$ cat src/rtl/tsspc_pkg.sv
// ============================================================================
// tsspc_pkg
// Shared types and constants of the phase-angle triac controller with soft
// start: item structs, event codes, register indexes and widths.
// ============================================================================
package tsspc_pkg;

    // Widths and sizes
    localparam int AVG_DEPTH   = 32;
    localparam int AVG_SHIFT   = $clog2(AVG_DEPTH);
    localparam int SLOT_BITS   = (AVG_SHIFT > 0) ? AVG_SHIFT : 1;
    localparam int SAMPLE_BITS = 10;
    localparam int SUM_BITS    = SAMPLE_BITS + AVG_SHIFT;
    localparam int COUNT_BITS  = 16;
    localparam int ANGLE_BITS  = 11;
    localparam int HOLD_BITS   = 8;
    localparam int CFG_BITS    = 16;
    localparam int INDEX_BITS  = 3;

    // Constants
    localparam logic [HOLD_BITS-1:0]  HOLD_TICKS     = HOLD_BITS'(200);
    localparam logic [HOLD_BITS-1:0]  HOLD_MAX       = HOLD_BITS'(255);
    localparam logic [ANGLE_BITS-1:0] STOP_ANGLE     = ANGLE_BITS'(2000);
    localparam logic [COUNT_BITS-1:0] COUNT_MAX      = {COUNT_BITS{1'b1}};
    localparam logic [SLOT_BITS-1:0]  SLOT_LAST      = SLOT_BITS'(AVG_DEPTH - 1);

    // Register reset values
    localparam logic [ANGLE_BITS-1:0] GATE_WIDTH_RST      = ANGLE_BITS'(200);
    localparam logic [ANGLE_BITS-1:0] ZERO_CROSS_BLANK_RST = ANGLE_BITS'(50);
    localparam logic [COUNT_BITS-1:0] LOSS_TIMEOUT_RST    = COUNT_BITS'(1500);
    localparam logic [ANGLE_BITS-1:0] FULL_ANGLE_RST      = ANGLE_BITS'(1000);
    localparam logic [ANGLE_BITS-1:0] ANGLE_FLOOR_RST     = ANGLE_BITS'(50);
    localparam logic [ANGLE_BITS-1:0] OFF_THRESHOLD_RST   = ANGLE_BITS'(990);
    localparam logic [ANGLE_BITS-1:0] RELAY_ON_BELOW_RST  = ANGLE_BITS'(60);
    localparam logic [ANGLE_BITS-1:0] RELAY_OFF_ABOVE_RST = ANGLE_BITS'(80);

    // Register indexes
    localparam logic [INDEX_BITS-1:0] REG_GATE_WIDTH       = 3'd0;
    localparam logic [INDEX_BITS-1:0] REG_ZERO_CROSS_BLANK = 3'd1;
    localparam logic [INDEX_BITS-1:0] REG_LOSS_TIMEOUT     = 3'd2;
    localparam logic [INDEX_BITS-1:0] REG_FULL_ANGLE       = 3'd3;
    localparam logic [INDEX_BITS-1:0] REG_ANGLE_FLOOR      = 3'd4;
    localparam logic [INDEX_BITS-1:0] REG_OFF_THRESHOLD    = 3'd5;
    localparam logic [INDEX_BITS-1:0] REG_RELAY_ON_BELOW   = 3'd6;
    localparam logic [INDEX_BITS-1:0] REG_RELAY_OFF_ABOVE  = 3'd7;

    // Event codes
    typedef enum logic [1:0] {
        OP_TICK       = 2'd0,
        OP_ZERO_CROSS = 2'd1,
        OP_CONTROL    = 2'd2
    } op_t;

    typedef struct packed {
        logic [1:0]             op;
        logic [SAMPLE_BITS-1:0] power_sample;
        logic [SAMPLE_BITS-1:0] rate_sample;
        logic                   button_pressed;
    } in_item_t;

    typedef struct packed {
        logic                   gate_on;
        logic                   relay_on;
        logic                   running;
        logic                   ramping;
        logic [ANGLE_BITS-1:0]  pending_angle_out;
        logic [COUNT_BITS-1:0]  phase_position;
    } out_item_t;

    typedef struct packed {
        logic [ANGLE_BITS-1:0] gate_width;
        logic [ANGLE_BITS-1:0] zero_cross_blank;
        logic [COUNT_BITS-1:0] loss_timeout;
        logic [ANGLE_BITS-1:0] full_angle;
        logic [ANGLE_BITS-1:0] angle_floor;
        logic [ANGLE_BITS-1:0] off_threshold;
        logic [ANGLE_BITS-1:0] relay_on_below;
        logic [ANGLE_BITS-1:0] relay_off_above;
    } cfg_t;

endpackage

$ cat src/rtl/triac_soft_start_phase_control_top.sv
// ============================================================================
// triac_soft_start_phase_control_top
// Phase-angle triac controller with soft start: input and result registers,
// configuration registers and the event core.
// ============================================================================
// Usage:
//   item channel   : item_valid/item_ready carry one event (tick, zero crossing
//                    or control update) with its samples and button level.
//   result channel : result_valid/result_ready return one item per event with
//                    gate, relay, run and ramp flags, pending angle and phase.
//   cfg channel    : cfg_valid/cfg_ready write cfg_data into register cfg_index;
//                    always ready; the user must write only while no event is
//                    in flight, as the block does not enforce it.
//   An accepted event waits in the input register; its result is loaded
//   into the result register. Throughput: one event per cycle while results
//   are taken; the core handles the whole event in one pass between them.
//   When the receiver stalls, the result and input registers fill and
//   item_ready drops; it returns the cycle the result is taken.
//   Reset clears all counters, flags and averaging windows and loads the
//   register defaults; no clearing pass is needed.
// ============================================================================
module triac_soft_start_phase_control_top
(
    input  logic                             clk,
    input  logic                             rst_n,
    input  logic                             item_valid,
    output logic                             item_ready,
    input  tsspc_pkg::in_item_t              item,
    output logic                             result_valid,
    input  logic                             result_ready,
    output tsspc_pkg::out_item_t             result,
    input  logic                             cfg_valid,
    output logic                             cfg_ready,
    input  logic [tsspc_pkg::INDEX_BITS-1:0] cfg_index,
    input  logic [tsspc_pkg::CFG_BITS-1:0]   cfg_data
);
    import tsspc_pkg::*;

    logic      item_valid_reg;
    in_item_t  item_reg;
    logic      result_valid_reg;
    logic      result_valid_next;
    out_item_t result_reg;
    out_item_t core_result;
    cfg_t      cfg_reg;
    logic      advance;

    // Handshake
    assign advance    = item_valid_reg && (!result_valid_reg || result_ready);
    assign item_ready = !item_valid_reg || advance;
    assign cfg_ready  = 1'b1;

    assign result_valid_next = advance ? 1'b1 : (result_ready ? 1'b0 : result_valid_reg);

    // Input register
    always_ff @(posedge clk or negedge rst_n)
    begin
        if (!rst_n)
        begin
            item_valid_reg <= 1'b0;
        end
        else if (item_ready)
        begin
            item_valid_reg <= item_valid;
        end
    end

    always_ff @(posedge clk)
    begin
        if (item_valid && item_ready)
        begin
            item_reg <= item;
        end
    end

    // Event core
    tsspc_core u_core
    (
        .clk    (clk),
        .rst_n  (rst_n),
        .step   (advance),
        .item   (item_reg),
        .cfg    (cfg_reg),
        .result (core_result)
    );

    // Result register
    always_ff @(posedge clk or negedge rst_n)
    begin
        if (!rst_n)
        begin
            result_valid_reg <= 1'b0;
        end
        else
        begin
            result_valid_reg <= result_valid_next;
        end
    end

    always_ff @(posedge clk)
    begin
        if (advance)
        begin
            result_reg <= core_result;
        end
    end

    assign result_valid = result_valid_reg;
    assign result       = result_reg;

    // Configuration registers
    always_ff @(posedge clk or negedge rst_n)
    begin
        if (!rst_n)
        begin
            cfg_reg.gate_width       <= GATE_WIDTH_RST;
            cfg_reg.zero_cross_blank <= ZERO_CROSS_BLANK_RST;
            cfg_reg.loss_timeout     <= LOSS_TIMEOUT_RST;
            cfg_reg.full_angle       <= FULL_ANGLE_RST;
            cfg_reg.angle_floor      <= ANGLE_FLOOR_RST;
            cfg_reg.off_threshold    <= OFF_THRESHOLD_RST;
            cfg_reg.relay_on_below   <= RELAY_ON_BELOW_RST;
            cfg_reg.relay_off_above  <= RELAY_OFF_ABOVE_RST;
        end
        else if (cfg_valid && cfg_ready)
        begin
            case (cfg_index)
                REG_GATE_WIDTH:       cfg_reg.gate_width       <= cfg_data[ANGLE_BITS-1:0];
                REG_ZERO_CROSS_BLANK: cfg_reg.zero_cross_blank <= cfg_data[ANGLE_BITS-1:0];
                REG_LOSS_TIMEOUT:     cfg_reg.loss_timeout     <= cfg_data[COUNT_BITS-1:0];
                REG_FULL_ANGLE:       cfg_reg.full_angle       <= cfg_data[ANGLE_BITS-1:0];
                REG_ANGLE_FLOOR:      cfg_reg.angle_floor      <= cfg_data[ANGLE_BITS-1:0];
                REG_OFF_THRESHOLD:    cfg_reg.off_threshold    <= cfg_data[ANGLE_BITS-1:0];
                REG_RELAY_ON_BELOW:   cfg_reg.relay_on_below   <= cfg_data[ANGLE_BITS-1:0];
                REG_RELAY_OFF_ABOVE:  cfg_reg.relay_off_above  <= cfg_data[ANGLE_BITS-1:0];
                default:
                begin
                end
            endcase
        end
    end

endmodule

$ cat src/rtl/tsspc_avg.sv
// ============================================================================
// tsspc_avg
// Moving average over the last AVG_DEPTH samples: a window of registers,
// a running sum and a slot pointer. The average of the window including the
// new sample is presented in the same cycle.
// ============================================================================
module tsspc_avg
(
    input  logic                              clk,
    input  logic                              rst_n,
    input  logic                              step,
    input  logic [tsspc_pkg::SAMPLE_BITS-1:0] sample,
    output logic [tsspc_pkg::SAMPLE_BITS-1:0] avg
);
    import tsspc_pkg::*;

    logic [SAMPLE_BITS-1:0] window_reg [AVG_DEPTH];
    logic [SUM_BITS-1:0]    sum_reg;
    logic [SUM_BITS-1:0]    sum_next;
    logic [SLOT_BITS-1:0]   slot_reg;
    logic [SLOT_BITS-1:0]   slot_next;

    // Replace the oldest sample in the running sum
    assign sum_next  = sum_reg + SUM_BITS'(sample) - SUM_BITS'(window_reg[slot_reg]);
    assign slot_next = (slot_reg == SLOT_LAST) ? '0 : slot_reg + 1'b1;
    assign avg       = sum_next[SUM_BITS-1 -: SAMPLE_BITS];

    // Window, sum and pointer
    always_ff @(posedge clk or negedge rst_n)
    begin
        if (!rst_n)
        begin
            for (int i = 0; i < AVG_DEPTH; i++)
            begin
                window_reg[i] <= '0;
            end
            sum_reg  <= '0;
            slot_reg <= '0;
        end
        else if (step)
        begin
            window_reg[slot_reg] <= sample;
            sum_reg              <= sum_next;
            slot_reg             <= slot_next;
        end
    end

endmodule

$ cat src/rtl/tsspc_core.sv
// ============================================================================
// tsspc_core
// Controller state and the single-pass event logic: tick, zero crossing and
// control update. The result shows the state after the event.
// ============================================================================
module tsspc_core
(
    input  logic                 clk,
    input  logic                 rst_n,
    input  logic                 step,
    input  tsspc_pkg::in_item_t  item,
    input  tsspc_pkg::cfg_t      cfg,
    output tsspc_pkg::out_item_t result
);
    import tsspc_pkg::*;

    logic [COUNT_BITS-1:0]  phase_count_reg, phase_count_next;
    logic [COUNT_BITS-1:0]  ramp_timer_reg, ramp_timer_next;
    logic [ANGLE_BITS-1:0]  fire_angle_reg, fire_angle_next;
    logic [ANGLE_BITS-1:0]  pending_angle_reg, pending_angle_next;
    logic [ANGLE_BITS-1:0]  ramp_value_reg, ramp_value_next;
    logic                   run_flag_reg, run_flag_next;
    logic                   ramp_flag_reg, ramp_flag_next;
    logic                   gate_flag_reg, gate_flag_next;
    logic                   relay_flag_reg, relay_flag_next;
    logic [HOLD_BITS-1:0]   hold_count_reg, hold_count_next;

    logic                   ctrl_step;
    logic [SAMPLE_BITS-1:0] power_avg;
    logic [SAMPLE_BITS-1:0] rate_avg;
    logic signed [ANGLE_BITS:0] target_diff;
    logic [ANGLE_BITS-1:0]  target;
    logic [COUNT_BITS-1:0]  phase_inc;
    logic [COUNT_BITS-1:0]  timer_inc;
    logic [COUNT_BITS:0]    gate_end;

    assign ctrl_step = step && (item.op == OP_CONTROL);

    // Moving averages of the two potentiometers
    tsspc_avg u_rate_avg
    (
        .clk    (clk),
        .rst_n  (rst_n),
        .step   (ctrl_step),
        .sample (item.rate_sample),
        .avg    (rate_avg)
    );

    tsspc_avg u_power_avg
    (
        .clk    (clk),
        .rst_n  (rst_n),
        .step   (ctrl_step),
        .sample (item.power_sample),
        .avg    (power_avg)
    );

    // Target angle, clamped up to the angle floor
    assign target_diff = $signed({1'b0, cfg.full_angle})
                       - $signed((ANGLE_BITS+1)'(power_avg));
    assign target      = (target_diff < $signed({1'b0, cfg.angle_floor})) ?
                         cfg.angle_floor : target_diff[ANGLE_BITS-1:0];

    // Saturating counters and gate window end
    assign phase_inc = (phase_count_reg != COUNT_MAX) ? phase_count_reg + 1'b1
                                                      : phase_count_reg;
    assign timer_inc = (ramp_timer_reg != COUNT_MAX) ? ramp_timer_reg + 1'b1
                                                     : ramp_timer_reg;
    assign gate_end  = (COUNT_BITS+1)'(fire_angle_reg) + (COUNT_BITS+1)'(cfg.gate_width);

    // Event logic
    always_comb
    begin
        phase_count_next   = phase_count_reg;
        ramp_timer_next    = ramp_timer_reg;
        fire_angle_next    = fire_angle_reg;
        pending_angle_next = pending_angle_reg;
        ramp_value_next    = ramp_value_reg;
        run_flag_next      = run_flag_reg;
        ramp_flag_next     = ramp_flag_reg;
        gate_flag_next     = gate_flag_reg;
        relay_flag_next    = relay_flag_reg;
        hold_count_next    = hold_count_reg;

        if (step)
        begin
            case (item.op)
                OP_TICK:
                begin
                    phase_count_next = phase_inc;
                    ramp_timer_next  = timer_inc;
                    gate_flag_next   = run_flag_reg
                                    && (phase_inc >= COUNT_BITS'(fire_angle_reg))
                                    && ({1'b0, phase_inc} <= gate_end);
                end
                OP_ZERO_CROSS:
                begin
                    if (phase_count_reg > COUNT_BITS'(cfg.zero_cross_blank))
                    begin
                        gate_flag_next   = 1'b0;
                        phase_count_next = '0;
                        fire_angle_next  = pending_angle_reg;
                    end
                end
                OP_CONTROL:
                begin
                    // held button toggles run
                    if (item.button_pressed)
                    begin
                        if (hold_count_reg != HOLD_MAX)
                        begin
                            hold_count_next = hold_count_reg + 1'b1;
                        end
                        if (hold_count_reg == HOLD_TICKS)
                        begin
                            run_flag_next = !run_flag_reg;
                            if (!run_flag_reg)
                            begin
                                ramp_flag_next  = 1'b1;
                                ramp_value_next = cfg.full_angle;
                            end
                        end
                    end
                    else
                    begin
                        hold_count_next = '0;
                    end

                    // soft-start ramp step
                    if (ramp_flag_next && (ramp_timer_reg >= COUNT_BITS'(rate_avg)))
                    begin
                        if (ramp_value_next != '0)
                        begin
                            ramp_value_next = ramp_value_next - 1'b1;
                        end
                        if ((ramp_value_next == '0) || (ramp_value_next < target))
                        begin
                            ramp_flag_next = 1'b0;
                        end
                        ramp_timer_next = '0;
                    end

                    // mains loss
                    if (phase_count_reg > cfg.loss_timeout)
                    begin
                        run_flag_next    = 1'b0;
                        ramp_flag_next   = 1'b0;
                        phase_count_next = '0;
                    end

                    // pending angle and relay hysteresis
                    if (run_flag_next)
                    begin
                        if (target > cfg.off_threshold)
                        begin
                            pending_angle_next = STOP_ANGLE;
                        end
                        else if (ramp_flag_next)
                        begin
                            pending_angle_next = ramp_value_next;
                        end
                        else
                        begin
                            pending_angle_next = target;
                        end
                        if (pending_angle_next < cfg.relay_on_below)
                        begin
                            relay_flag_next = 1'b1;
                        end
                        if (pending_angle_next > cfg.relay_off_above)
                        begin
                            relay_flag_next = 1'b0;
                        end
                    end
                    else
                    begin
                        ramp_value_next    = '0;
                        pending_angle_next = STOP_ANGLE;
                        relay_flag_next    = 1'b0;
                    end
                end
                default:
                begin
                end
            endcase
        end
    end

    // State registers
    always_ff @(posedge clk or negedge rst_n)
    begin
        if (!rst_n)
        begin
            phase_count_reg   <= '0;
            ramp_timer_reg    <= '0;
            fire_angle_reg    <= '0;
            pending_angle_reg <= '0;
            ramp_value_reg    <= '0;
            run_flag_reg      <= 1'b0;
            ramp_flag_reg     <= 1'b0;
            gate_flag_reg     <= 1'b0;
            relay_flag_reg    <= 1'b0;
            hold_count_reg    <= '0;
        end
        else
        begin
            phase_count_reg   <= phase_count_next;
            ramp_timer_reg    <= ramp_timer_next;
            fire_angle_reg    <= fire_angle_next;
            pending_angle_reg <= pending_angle_next;
            ramp_value_reg    <= ramp_value_next;
            run_flag_reg      <= run_flag_next;
            ramp_flag_reg     <= ramp_flag_next;
            gate_flag_reg     <= gate_flag_next;
            relay_flag_reg    <= relay_flag_next;
            hold_count_reg    <= hold_count_next;
        end
    end

    // Result is the state after the event
    always_comb
    begin
        result.gate_on           = gate_flag_next;
        result.relay_on          = relay_flag_next;
        result.running           = run_flag_next;
        result.ramping           = ramp_flag_next;
        result.pending_angle_out = pending_angle_next;
        result.phase_position    = phase_count_next;
    end

endmodule

$ cat config.mk
export PLATFORM = sky130hd
export DESIGN_NAME = triac_soft_start_phase_control_top
export DESIGN_NICKNAME = d
export VERILOG_FILES = /design/src/rtl/tsspc_pkg.sv /design/src/rtl/triac_soft_start_phase_control_top.sv /design/src/rtl/tsspc_avg.sv /design/src/rtl/tsspc_core.sv
export SDC_FILE = /design/constraint.sdc
export NUM_CORES = 2
export LEC_CHECK = 0
export ABC_CLOCK_PERIOD_IN_PS = 10700
export CORE_MARGIN = 4
export CORE_UTILIZATION = 45
export CTS_CLUSTER_DIAMETER = 50
export DETAILED_ROUTE_END_ITERATION = 7
export DONT_BUFFER_PORTS = 1
export GPL_TIMING_DRIVEN = 0
export PLACE_DENSITY_LB_ADDON = 0.25
export SLEW_MARGIN = 10
export SYNTH_ARGS = -nofsm -noshare
export SYNTH_HDL_FRONTEND = slang
export SYNTH_HIERARCHICAL = 1
export SYNTH_SLANG_ARGS = --single-unit
$ cat constraint.sdc
create_clock -name clk -period 10.7 [get_ports clk]
set_input_delay 1.605 -clock clk [delete_from_list [all_inputs] [get_ports clk]]
set_output_delay 1.605 -clock clk [all_outputs]
set_load 0.1 [all_outputs]
==> reports/metrics.yaml <==
outcome:
  outcome: "finished, violations left"
  violations: "negative setup slack"
yosys:
  yosys_register_bits: 906
  yosys-top-cells-area: "dfrtp_1 44%, mux2_2 11%, mux4_2 9.3%"
  yosysSeqAreaShare: 0.494
  synth_edf_count: 54
  yosys.area_share.adder: 0.0572
  synth_area_leader_cell: "dfrtp_1"
  synth.most_common_cell: "dfrtp_1"
  synthArstFlopShare: 0.940
  netlist.area_leader.share: 0.438
  yosys_warnings: 6
  ys_types: 93
  synth_top_family_by_area: "multiplexers"
  synth.area.mux_share: 0.275
  netlist_area_mm2: 0.0466
  synthCells: 3564
  syn_area_per_cell_um2: 13.1
  synth-simple-area-share: 0.0635
  ys.flop_type: "dfrtp_1"
  synth_compound_area_frac: 0.0568
  syn_nets: 3809
  synth_xor_area_frac: 0.0154
  synthTopCellsByCount: "816 x dfrtp_1, 475 x mux2_2, 232 x inv_1"
timing:
  final.min_clock_period_ns: 10.71
  rsz0062_at_grt: "yes"
  finalSetupTns_ns: -0.0145
  timing.final.crit_share: 1.00
  tightest_slew_ns: 1.33
  finalClockSkew_ns: 0.0297
  fmax_mhz: 93.3
  setup_slack_ns: -0.0145
  relSlewSlack: 0.115
  hold_viol: 0
  slew_violations: 0
  setup_viol: 1
clock_network:
  clockBufferDepth: 3
  clockRootBuffer: "clkbuf_16"
  cts_buffers: 112
  clkTransAtPathRegs_ns: 0.06
  cts_num_sinks: 906
  tritoncts: "yes"
  worstSkewPairLatency_ns: 0.70
  cts-htree-levels: 3
drt:
  via_per_inst: 5.70
  antenna_left: 0
  drc_errors: 0
  wl_mm: 119
  dr.pass1.iters: 6
  wl_per_cell_um: 22.8
  drtIter0Drc: 2112
  via_count: 29600
place:
  portBuffers: 0
  routabilityCongestion: 0.854
  dp_hpwl_mm: 80.1
  place_area_mm2: 0.0484
worst_setup_path:
  path_max_fanout: 7
  startpoint: "u_core/u_power_avg/slot_reg[0]$_DFFE_PN0P_"
  worstPathArrival_ns: 11.23
  endpoint_kind: "register"
  cp-start-kind: "register"
  ff2ff_path_depth: 53
  r2r-start: "u_core/u_power_avg/slot_reg[0]$_DFFE_PN0P_"
  path_class: "register to register"
  slowest_delay_ns: 0.59
  worstPathRequired_ns: 11.21
  critPathSlowestCell: "fa_2"
grt:
  grt_antenna_before_repair: 1
  grt_pass1_wl_mm: 184
  grt_use_total: 0.220
  grt_max_degree: 853
  grt_pass1_vias: 30300
  overflow: 0
die:
  die-area_mm2: 0.109
  fp.coreArea_mm2: 0.102
  chipHeight_um: 330
  initial_core_util: 0.455
  fp-row-count: 117
  die_x_um: 330
  ioPinCount: 81
finish:
  fin_util: 0.525
  final_nets: 3983
  area_delta_synth_final_pct: 15.3
  drive_above_1_share: 0.310
  design_area_mm2: 0.0537
hold_path:
  hp-start: "u_core/u_rate_avg/window_reg[91]$_DFFE_PN0P_"
  hp-class: "register to register"
  worstHoldPathCells: 1
job:
  maxCapViolations: 0
routing by layer:
metal | routed length [µm] | GRT usage
met5 | 0 | 0
met4 | 3570 | 0.0690
met3 | 5300 | 0.0362
met2 | 55200 | 0.347
met1 | 54700 | 0.313
per-stage QoR:
stage          setup slack [ns]  hold slack [ns]  cells
6_report                -0.0145            0.478   5201
5_1_grt                  -0.431            0.487   5199
3_3_place_gp              -2.36            0.459   4932
2_1_floorplan            0.0124            0.449   3564
3_5_place_dp              -2.46            0.469   4935
4_1_cts                 -0.0524            0.482   5185
cell type report:
cell class	count	area, µm²
multi-input combinational	2240	22500
antenna	2	5.00
tap	1368	1710
clock buffer	151	3200
inverter	236	886
fill	8575	48600
buffer	179	1060
clock inverter	56	698
timing repair buffer	63	647
sequential	906	23000
worst paths after layout:
path,to,slack (ns)
worst min-delay path,u_core/u_rate_avg/window_reg[91]$_DFFE_PN0P_,0.48
worst max register to register,result[29]$_DFFE_PP_,-0.01
worst min register to register,u_core/u_rate_avg/window_reg[91]$_DFFE_PN0P_,0.48
min in group asynchronous,u_core/ramp_timer_reg[8]$_DFFE_PN0P_,0.96
worst max-delay path,result[29]$_DFFE_PP_,-0.01
max in group asynchronous,u_core/u_power_avg/window_reg[10]$_DFFE_PN0P_,6.97
logic make-up (layout without fill, tap and decap cells):
kind of cell	after synthesis	after routing
compound gates	418	418
simple gates	602	602
buf+inv	418	685
fa+ha+maj	200	200
other cells	1	3
flops	906	906
xor+xnor	82	82
mux	937	937
cell usage in the layout (no fill, tap or decap), types with 36 or more instances in the layout:
cell type  instances
a21oi_1           67
buf_4             80
clkbuf_1         110
clkbuf_16        114
dfrtp_1          815
dfstp_2           36
edfxtp_1          54
ha_1             155
inv_1            226
mux2_1           230
mux2_2           469
mux4_2           193
nand2_1          191
nand3_1           49
nor2_1           127
o21ai_0           73
o21ai_1           81
xnor2_1           52
critical path, delay by kind of cell (launching register included):
family	cells	cell delay, ns
XOR/XNOR	2	0.22
flip-flops	1	0.46
AO/OA/AOI/OAI	22	4.05
buffers and inverters	9	1.14
adder cells (fa/ha/maj)	8	2.28
multiplexers	4	1.57
AND/OR/NAND/NOR	8	0.78
timing repair:
action | in CTS | in global routing
pin swaps | 50 | 18
hold buffers | 0 | 0
resized for setup | 124 | 56
cloned | 4 | 0
setup buffers | 43 | 11
endpoints found under the setup margin | 26 | 2
Power is left out: the tool's default activity adds up to more than one toggle a clock period on the data nets, which glitch-free logic cannot reach.
